File: src/nbl_pkg.sv
// ----------------------------------------------------------------------------
// nbl_pkg
// Shared types and constants for the numeric bitwise logic pipeline.
// ----------------------------------------------------------------------------
package nbl_pkg;

	localparam logic [10:0] EXP_BIAS  = 11'd1023;
	localparam logic [10:0] EXP_MAX   = 11'h7FF;
	localparam logic [63:0] ONE_BITS  = 64'h3FF0_0000_0000_0000;
	localparam logic [63:0] QNAN_BITS = 64'h7FF8_0000_0000_0000;
	localparam logic [5:0]  MANT_TOP  = 6'd52;

	typedef enum logic [1:0] {
		MODE_BIT = 2'd0,
		MODE_XOR = 2'd1,
		MODE_OR  = 2'd2,
		MODE_AND = 2'd3
	} mode_t;

	// decoded operands
	typedef struct packed {
		logic               is_bit;
		logic               idx_int;
		logic               idx_in;
		logic signed [13:0] idx;
		logic               xneg;
		logic               is_xor;
		logic               ovr;
		logic [63:0]        ovr_val;
		logic [10:0]        e1;
		logic [10:0]        e2;
		logic [10:0]        d;
		logic [51:0]        m1;
		logic [51:0]        m2;
		logic               bn;
		logic               sn;
		logic               xs;
		logic               flip;
	} s1_t;

	// combined mantissa, waiting for renormalization
	typedef struct packed {
		logic        ovr;
		logic [63:0] val;
		logic        undef;
		logic [52:0] m;
		logic [10:0] e;
		logic        sign;
		logic        flip;
	} s2_t;

	// leading-one position found
	typedef struct packed {
		s2_t        base;
		logic [5:0] sh;
		logic       mz;
	} s3_t;

endpackage

File: src/nbl_decode.sv
// ----------------------------------------------------------------------------
// nbl_decode
// Stage 1: NaN and subnormal handling, operand swap, index decode.
// ----------------------------------------------------------------------------
module nbl_decode (
	input  logic          clk,
	input  logic          arst_n,
	input  logic          start,
	input  logic [1:0]    mode,
	input  logic [63:0]   x_bits,
	input  logic [63:0]   y_bits,
	output logic          valid_s1,
	output nbl_pkg::s1_t  s1
);
	import nbl_pkg::*;

	mode_t       md;
	logic        nan_x, nan_y;
	logic [63:0] xf, yf, p, q, big, small_op;
	logic [10:0] ye, ye_off;
	logic [51:0] ym, frac_low;
	logic [52:0] mag_full;
	logic [11:0] mag;
	logic        flip;
	s1_t         d1;

	assign md       = mode_t'(mode);
	assign nan_x    = (x_bits[62:52] == EXP_MAX) && (x_bits[51:0] != '0);
	assign nan_y    = (y_bits[62:52] == EXP_MAX) && (y_bits[51:0] != '0);
	assign xf       = (x_bits[62:52] == '0) ? {x_bits[63], 63'b0} : x_bits;
	assign yf       = (y_bits[62:52] == '0) ? {y_bits[63], 63'b0} : y_bits;
	assign flip     = (md == MODE_AND);
	assign p        = xf ^ {flip, 63'b0};
	assign q        = yf ^ {flip, 63'b0};
	assign big      = (p[62:0] < q[62:0]) ? q : p;
	assign small_op = (p[62:0] < q[62:0]) ? p : q;
	assign ye       = y_bits[62:52];
	assign ym       = y_bits[51:0];
	assign ye_off   = ye - EXP_BIAS;
	assign frac_low = ym << ye_off[5:0];
	assign mag_full = {1'b1, ym} >> (MANT_TOP - ye_off[5:0]);
	assign mag      = mag_full[11:0];

	// decode
	always_comb begin
		d1 = '0;
		d1.is_bit = (md == MODE_BIT);
		d1.is_xor = (md == MODE_XOR);
		d1.flip   = flip;
		// bit index: integer test and small integer value
		if (ye == EXP_MAX || ye == '0) begin
			d1.idx_int = (ym == '0);
		end else if (ye < EXP_BIAS) begin
			d1.idx_int = 1'b0;
		end else if (ye_off >= 11'd52) begin
			d1.idx_int = 1'b1;
		end else begin
			d1.idx_int = (frac_low == '0);
		end
		if (ye == '0) begin
			d1.idx_in = 1'b1;
			d1.idx    = '0;
		end else if (ye >= EXP_BIAS && ye_off <= 11'd11) begin
			d1.idx_in = 1'b1;
			d1.idx    = y_bits[63] ? -$signed({2'b0, mag}) : $signed({2'b0, mag});
		end
		d1.xneg = xf[63] && (xf[62:0] != '0) && !nan_x;
		d1.xs   = xf[63] ^ yf[63];
		d1.bn   = big[63];
		d1.sn   = small_op[63];
		d1.e2   = small_op[62:52];
		d1.m2   = small_op[51:0];
		d1.d    = big[62:52] - small_op[62:52];
		if (md == MODE_BIT) begin
			d1.e1 = xf[62:52];
			d1.m1 = xf[51:0];
		end else begin
			d1.e1 = big[62:52];
			d1.m1 = big[51:0];
		end
		// results known right away
		if (md != MODE_BIT) begin
			if (nan_x || nan_y) begin
				d1.ovr     = 1'b1;
				d1.ovr_val = QNAN_BITS;
			end else begin
				case (md)
					MODE_XOR: begin
						if (xf[62:0] == '0) begin
							d1.ovr     = 1'b1;
							d1.ovr_val = yf;
						end else if (yf[62:0] == '0) begin
							d1.ovr     = 1'b1;
							d1.ovr_val = xf;
						end
					end
					MODE_OR: begin
						if (small_op[62:0] == '0) begin
							d1.ovr     = 1'b1;
							d1.ovr_val = big;
						end
					end
					MODE_AND: begin
						if (xf[62:0] == '0 || yf[62:0] == '0) begin
							d1.ovr     = 1'b1;
							d1.ovr_val = '0;
						end
					end
					default: begin
						d1.ovr = 1'b0;
					end
				endcase
			end
		end
	end

	// stage register
	always_ff @(posedge clk or negedge arst_n) begin
		if (!arst_n) begin
			valid_s1 <= 1'b0;
		end else begin
			valid_s1 <= start;
		end
	end

	always_ff @(posedge clk) begin
		s1 <= d1;
	end

endmodule

File: src/nbl_combine.sv
// ----------------------------------------------------------------------------
// nbl_combine
// Stage 2: mantissa alignment and combine, bit pick for the bit mode.
// ----------------------------------------------------------------------------
module nbl_combine (
	input  logic          clk,
	input  logic          arst_n,
	input  logic          valid_s1,
	input  nbl_pkg::s1_t  s1,
	output logic          valid_s2,
	output nbl_pkg::s2_t  s2
);
	import nbl_pkg::*;

	logic signed [11:0] ex;
	logic signed [13:0] dd;
	logic [5:0]         bi;
	logic               b;
	logic               sat;
	logic [52:0]        m2h, sr, sl;
	logic               rn, sg;
	logic [52:0]        rm;
	logic [10:0]        ee;
	logic [51:0]        dm;
	s2_t                d2;

	assign ex  = $signed({1'b0, s1.e1}) - $signed({1'b0, EXP_BIAS});
	assign dd  = {{2{ex[11]}}, ex} - s1.idx;
	assign bi  = MANT_TOP - dd[5:0];
	assign sat = (s1.d >= 11'd53);
	assign m2h = {1'b1, s1.m2};
	assign sr  = sat ? '0 : (m2h >> s1.d[5:0]);
	assign sl  = sat ? '0 : (53'(s1.m1) << s1.d[5:0]);

	// bit of value at the requested position
	always_comb begin
		b = 1'b0;
		if (s1.idx_in && dd >= 14'sd0 && dd <= 14'sd52) begin
			if (dd == 14'sd0) begin
				b = (s1.e1 != '0);
			end else begin
				b = s1.m1[bi];
			end
		end
	end

	// numeric xor / or (and is or with complemented operands)
	always_comb begin
		rn = 1'b0;
		rm = '0;
		ee = s1.e1;
		dm = '0;
		sg = 1'b1;
		if (s1.is_xor) begin
			sg = s1.xs;
			if (s1.d != '0) begin
				dm = s1.m1 ^ sr[51:0];
			end else begin
				rn = 1'b1;
				rm = {1'b0, s1.m1 ^ s1.m2};
			end
		end else if (s1.d == '0) begin
			if (!s1.bn && !s1.sn) begin
				dm = s1.m1 | s1.m2;
				sg = 1'b0;
			end else if (s1.bn && s1.sn) begin
				dm = s1.m1 & s1.m2;
			end else begin
				rn = 1'b1;
				rm = s1.bn ? {1'b0, s1.m1 & ~s1.m2} : {1'b0, s1.m2 & ~s1.m1};
			end
		end else begin
			if (!s1.bn && !s1.sn) begin
				dm = s1.m1 | sr[51:0];
				sg = 1'b0;
			end else if (s1.bn && s1.sn) begin
				rn = 1'b1;
				rm = sl & m2h;
				ee = s1.e2;
			end else if (s1.bn) begin
				dm = s1.m1 & ~sr[51:0];
			end else begin
				rn = 1'b1;
				rm = m2h & ~sl;
				ee = s1.e2;
			end
		end
	end

	// result selection
	always_comb begin
		d2       = '0;
		d2.m     = rm;
		d2.e     = ee;
		d2.sign  = sg ^ s1.flip;
		d2.flip  = s1.flip;
		if (s1.is_bit) begin
			d2.ovr = 1'b1;
			if (!s1.idx_int) begin
				d2.undef = 1'b1;
				d2.val   = '0;
			end else begin
				d2.val = (b ^ s1.xneg) ? ONE_BITS : '0;
			end
		end else if (s1.ovr) begin
			d2.ovr = 1'b1;
			d2.val = s1.ovr_val;
		end else if (!rn) begin
			d2.ovr = 1'b1;
			d2.val = {sg ^ s1.flip, ee, dm};
		end
	end

	// stage register
	always_ff @(posedge clk or negedge arst_n) begin
		if (!arst_n) begin
			valid_s2 <= 1'b0;
		end else begin
			valid_s2 <= valid_s1;
		end
	end

	always_ff @(posedge clk) begin
		s2 <= d2;
	end

endmodule

File: src/nbl_lzc.sv
// ----------------------------------------------------------------------------
// nbl_lzc
// Stage 3: leading-one search on the combined mantissa.
// ----------------------------------------------------------------------------
module nbl_lzc (
	input  logic          clk,
	input  logic          arst_n,
	input  logic          valid_s2,
	input  nbl_pkg::s2_t  s2,
	output logic          valid_s3,
	output nbl_pkg::s3_t  s3
);
	import nbl_pkg::*;

	logic [5:0] k;
	s3_t        d3;

	// priority encoder, highest set bit wins
	always_comb begin
		k = '0;
		for (int i = 0; i < 53; i++) begin
			if (s2.m[i]) begin
				k = 6'(i);
			end
		end
		d3.base = s2;
		d3.sh   = MANT_TOP - k;
		d3.mz   = (s2.m == '0);
	end

	// stage register
	always_ff @(posedge clk or negedge arst_n) begin
		if (!arst_n) begin
			valid_s3 <= 1'b0;
		end else begin
			valid_s3 <= valid_s2;
		end
	end

	always_ff @(posedge clk) begin
		s3 <= d3;
	end

endmodule

File: src/nbl_pack.sv
// ----------------------------------------------------------------------------
// nbl_pack
// Stage 4: normalizing shift, underflow to zero, final packing.
// ----------------------------------------------------------------------------
module nbl_pack (
	input  logic          clk,
	input  logic          arst_n,
	input  logic          valid_s3,
	input  nbl_pkg::s3_t  s3,
	output logic          valid_s4,
	output logic [63:0]   result_s4,
	output logic          undef_s4
);
	import nbl_pkg::*;

	logic [52:0]        mn;
	logic signed [12:0] en;
	logic [63:0]        r;

	assign mn = s3.base.m << s3.sh;
	assign en = $signed({2'b0, s3.base.e}) - $signed({7'b0, s3.sh});

	// pack
	always_comb begin
		if (s3.base.ovr) begin
			r = s3.base.val;
		end else if (s3.mz || en <= 13'sd0) begin
			r = {s3.base.flip, 63'b0};
		end else begin
			r = {s3.base.sign, en[10:0], mn[51:0]};
		end
	end

	// output register
	always_ff @(posedge clk or negedge arst_n) begin
		if (!arst_n) begin
			valid_s4 <= 1'b0;
		end else begin
			valid_s4 <= valid_s3;
		end
	end

	always_ff @(posedge clk) begin
		result_s4 <= r;
		undef_s4  <= s3.base.undef;
	end

endmodule

File: src/numeric_bitwise_logic_on_doubles_core.sv
// ----------------------------------------------------------------------------
// numeric_bitwise_logic_on_doubles_core
// A transaction is taken on every cycle that start is high; busy stays low,
// since the four-stage pipeline (decode, align/combine, leading-one search,
// normalize/pack) moves every cycle. Each result passes the four pipeline
// registers and appears on result_bits and undefined, for the one cycle
// that done is high; the receiver must take it then. Throughput is one
// transaction per clock.
// ----------------------------------------------------------------------------
module numeric_bitwise_logic_on_doubles_core (
	input  logic        clk,
	input  logic        arst_n,
	input  logic        start,
	output logic        busy,
	input  logic [1:0]  mode,
	input  logic [63:0] x_bits,
	input  logic [63:0] y_bits,
	output logic        done,
	output logic [63:0] result_bits,
	output logic        undefined
);
	import nbl_pkg::*;

	logic valid_s1, valid_s2, valid_s3;
	s1_t  s1;
	s2_t  s2;
	s3_t  s3;

	assign busy = 1'b0;

	// pipeline stages
	nbl_decode u_decode (
		.clk      (clk),
		.arst_n   (arst_n),
		.start    (start),
		.mode     (mode),
		.x_bits   (x_bits),
		.y_bits   (y_bits),
		.valid_s1 (valid_s1),
		.s1       (s1)
	);

	nbl_combine u_combine (
		.clk      (clk),
		.arst_n   (arst_n),
		.valid_s1 (valid_s1),
		.s1       (s1),
		.valid_s2 (valid_s2),
		.s2       (s2)
	);

	nbl_lzc u_lzc (
		.clk      (clk),
		.arst_n   (arst_n),
		.valid_s2 (valid_s2),
		.s2       (s2),
		.valid_s3 (valid_s3),
		.s3       (s3)
	);

	nbl_pack u_pack (
		.clk       (clk),
		.arst_n    (arst_n),
		.valid_s3  (valid_s3),
		.s3        (s3),
		.valid_s4  (done),
		.result_s4 (result_bits),
		.undef_s4  (undefined)
	);

	// checks
	a_undef_zero: assert property (@(posedge clk) disable iff (!arst_n)
		done && undefined |-> result_bits == 64'd0)
		else $error("undefined result is not zero");

	a_undef_mode: assert property (@(posedge clk) disable iff (!arst_n)
		done && undefined |-> $past(mode, 4) == MODE_BIT)
		else $error("undefined flag outside bit mode");

	a_latency: assert property (@(posedge clk) disable iff (!arst_n)
		start |-> ##4 done)
		else $error("transaction lost in pipeline");

endmodule

File: config.mk
export PLATFORM = sky130hd
export DESIGN_NAME = numeric_bitwise_logic_on_doubles_core
export DESIGN_NICKNAME = d
export VERILOG_FILES = /design/src/nbl_pkg.sv /design/src/nbl_decode.sv /design/src/nbl_combine.sv /design/src/nbl_lzc.sv /design/src/nbl_pack.sv /design/src/numeric_bitwise_logic_on_doubles_core.sv
export SDC_FILE = /design/constraint.sdc
export NUM_CORES = 2
export LEC_CHECK = 0
export ABC_AREA = 1
export BUFFER_PORTS_ARGS = -buffer_cell sky130_fd_sc_hd__buf_2
export CAP_MARGIN = 15
export CORE_MARGIN = 2
export CORE_UTILIZATION = 40
export CTS_BUF_LIST = sky130_fd_sc_hd__clkbuf_4
export DETAILED_ROUTE_END_ITERATION = 10
export PLACE_DENSITY = 0.65
export SLEW_MARGIN = 20
export SYNTH_ARGS = -nofsm -noshare
export SYNTH_HDL_FRONTEND = slang
export SYNTH_SLANG_ARGS = --single-unit
File: constraint.sdc
create_clock -name clk -period 7.75 [get_ports clk]
set_clock_uncertainty 0.1 [all_clocks]
set_input_delay 0.775 -clock clk [delete_from_list [all_inputs] [get_ports clk]]
set_output_delay 0.775 -clock clk [all_outputs]
set_load 0.01 [all_outputs]
==> metrics.md <==
| Metric | Value |
|---|---|
| CTS Root Buffer Type | `clkbuf_4` |
| R2R setup slack | `2.12 ns` |
| Worst endpoint required time | `8.60 ns` |
| Sequential area share after synthesis | `25.76%` |
| TritonCTS clock tree | `built` |
| Setup violators final | `0` |
| Final Max Tran Viols | `0` |
| Hold Crit Class | `primary input to register` |
| Critical Path AT | `7.76 ns` |
| Worst-Margin Slew | `1.235 ns` |
| Maximum Capacitance Violations | `0` |
| WL/cell | `24.68 µm` |
| Post-Syn Nets | `7218` |
| Hold Path Sink | `u_decode.s1[24]` |
| Global-route wire length before repair | `293.7 mm` |
| Post-Route WL | `203.0 mm` |
| Synth area leader | `dfxtp_1` |
| # H-tree levels | `4` |
| GRT Total Usage | `34.97%` |
| Final total power | `0.01319 W` |
| Die Area | `112400 µm²` |
| Highest clock rate | `144.8 MHz` |
| Crit Path Class | `primary input to register` |
| Mean Syn Cell Area | `6.581 µm²` |
| Slowest-stage cell, CP | `nor4_1` |
| Largest cells by area after synthesis | `dfxtp_1 26%, nand2_1 15%, ha_1 12%` |
| Router iterations before antenna repair | `6` |
| Status | `complete, no violations` |
| Top cell type's share of synthesized area | `25.54%` |
| Die width | `335.3 µm` |
| Routed vias | `48760` |
| Fin area | `48270 µm²` |
| Power density over the cells | `273.2 nW/µm²` |
| Pleak | `22.10 nW` |
| Warnings from Yosys | `0` |
| Hold path start | `y_bits[20]` |
| VDD IR-drop max | `0.1672 mV` |
| Worst reg2reg path startpoint | `u_decode.s1[131]` |
| Starting density of the core | `40.33%` |
| Vias in the first global route | `44430` |
| Core area | `108900 µm²` |
| DP Area | `45700 µm²` |
| Clk_lat worst skew | `1.12 ns` |
| Vias per cell | `5.927` |
| Antenna violations before repair | `29` |
| # DRC | `0` |
| Post-Synthesis Cells | `6671` |
| Commonest non-fill, non-tap cell in the layout | `nand2_1` |
| NumNets Final | `7219` |
| Final total negative setup slack | `0 ns` |
| Worst setup SP type | `primary input` |
| Ys async rst share | `0.7092%` |
| Port-buffer cells | `198` |
| Synth unique cells | `61` |
| Hold Path Cell Cnt | `3` |
| CP Capture Type | `register` |
| Commonest cells after routing, fill and taps aside | `1729 x nand2_1, 966 x o21ai_0, 555 x inv_1, 552 x dfxtp_1, 488 x a21oi_1` |
| Layout area overhead | `9.943%` |
| Layout cells sized above 1 | `9.250%` |
| Cell Rows | `121` |
| Most frequent CP cell | `nand2_1` |
| Total CTS buffers | `154` |
| Crit-path max FO | `85` |
| Unrepaired setup endpoints after global routing | `false` |
| Die Height | `335.3 µm` |
| Post-synth top flop | `dfxtp_1` |
| CTS max path bufs | `3` |
| EDFF count, synth | `0` |
| CTS clk-pin slew, worst paths | `0.07 ns` |
| Largest stage delay on the critical path | `0.74 ns` |
| Pin count of the biggest net entering global routing | `118` |
| Hpwl dp | `155.9 mm` |
| Top-level I/O count | `200` |
| Reg2reg path depth | `19` |
| Period utilization | `89.09%` |
| #FFs+latches synth | `564` |
| Post-CTS Setup Inserts | `0` |
| Total grt overflow | `0` |
| Iteration-0 DRC Markers | `6422` |
| Final ANT Viol Nets | `0` |
| R2R Path End | `u_combine.s2[125]` |
| Sink Count | `564` |
| Final Hold Viols | `0` |
| Routability cong. | `1.115` |
| Mapped Area | `43900 µm²` |
| Worst slew margin | `16.89%` |
| Fin crit period | `6.905 ns` |
[routing by layer]
metal | up-vias | part of all wire, % | wire length [µm] | global-route usage (%)
li1 | 22770 | - | - | -
met1 | 22490 | 41 | 82870 | 46.56
met2 | 2962 | 41 | 82980 | 50.76
met3 | 509 | 12 | 23810 | 8.587
met4 | 22 | 6.5 | 13220 | 20.89
met5 | - | 0.070 | 142 | 0
[metrics by stage]
| stage | setup slack (ns) | hold slack (ns) | utilization (%) | std cells |
|---|---|---|---|---|
| 4_1_cts | 1.157 | 0.001929 | 44.31 | 8214 |
| 3_5_place_dp | 0.4709 | 0.2121 | 41.99 | 7889 |
| 2_1_floorplan | 2.029 | 0.2096 | - | 6671 |
| 5_1_grt | 0.4966 | 0.03878 | 44.32 | 8218 |
| 6_report | 0.8454 | 0.08450 | 44.34 | 8226 |
| 3_3_place_gp | 0.6001 | 0.2100 | 41.98 | 7889 |
[state kept, by name (all words and copies together), names as in the netlist]
name,flops
u_combine.s2,132
u_combine.valid_s2,1
u_decode.s1,225
u_decode.valid_s1,1
u_lzc.s3,138
u_lzc.valid_s3,1
u_pack.result_s4,64
u_pack.undef_s4,1
u_pack.valid_s4,1
[power by group]
group | internal, W | total, W | switching, W
Clock | 0.00149 | 0.00286 | 0.00137
Sequential | 0.00340 | 0.00385 | 0.000454
Combinational | 0.00190 | 0.00647 | 0.00457
[synth_stat cells (all sizes together) (5+ instances only)]
master and n:
a211oi 11, a21boi 5, a21oi 489, a22o 73
a22oi 24, a311oi 46, a31o 26, a31oi 34
a32o 29, buf 94, clkbuf 389, clkinv 13
dfxtp 560, ha 412, inv 572, mux2i 163
nand2 1733, nand3 232, nand3b 13, nand4 42
nor2 253, nor3 79, nor4 60, o2111ai 7
o211ai 67, o21ai 991, o21bai 5, o221ai 22
o22ai 75, o311ai 23, o31ai 13, or2 23
xnor2 13, xor2 35
[worst max path at each step]
stage | startpoint | endpoint | slack (ns) | depth (start not counted)
6_report | x_bits[55] | u_decode.s1[141] | 0.85 | 31
4_1_cts | x_bits[55] | u_decode.s1[141] | 1.16 | 29
3_3_place_gp | y_bits[53] | u_decode.s1[161] | 0.60 | 29
3_5_place_dp | y_bits[53] | u_decode.s1[141] | 0.47 | 25
2_1_floorplan | y_bits[52] | u_decode.s1[116] | 2.03 | 30
5_1_grt | x_bits[55] | u_decode.s1[179] | 0.50 | 29
[critical path: cells and delay by family]
family	cells	cell delay, ns
AO/OA/AOI/OAI	5	0.89
buffers and inverters	8	2.36
AND/OR/NAND/NOR	17	3.30
adder cells (fa/ha/maj)	1	0.30
[area by class of cell]
class / instances / area [µm²]
multi-input cells: 5039 / 28620
well taps: 1414 / 1769
inverters: 585 / 2210
fillers: 11460 / 60590
clock inverters: 83 / 615.6
diodes: 12 / 30.03
repair buffers: 328 / 2182
flip-flops and latches: 564 / 11330
clock buffers: 201 / 1509
[logic make-up after synthesis]
kind of cell	share of synthesized area (%)
AO/OA/AOI/OAI	25.72
XOR/XNOR	0.9576
adder cells (fa/ha/maj)	11.83
buffers and inverters	9.271
flip-flops	25.76
multiplexers	3.716
other	0.008542
AND/OR/NAND/NOR	22.73
[repair_timing]
action	CTS	global route
resized for setup	0	0
hold buffers	41	0
hold endpoints to repair	49	0
endpoints found under the setup margin	0	0
Power figures use the tool's default switching activity.
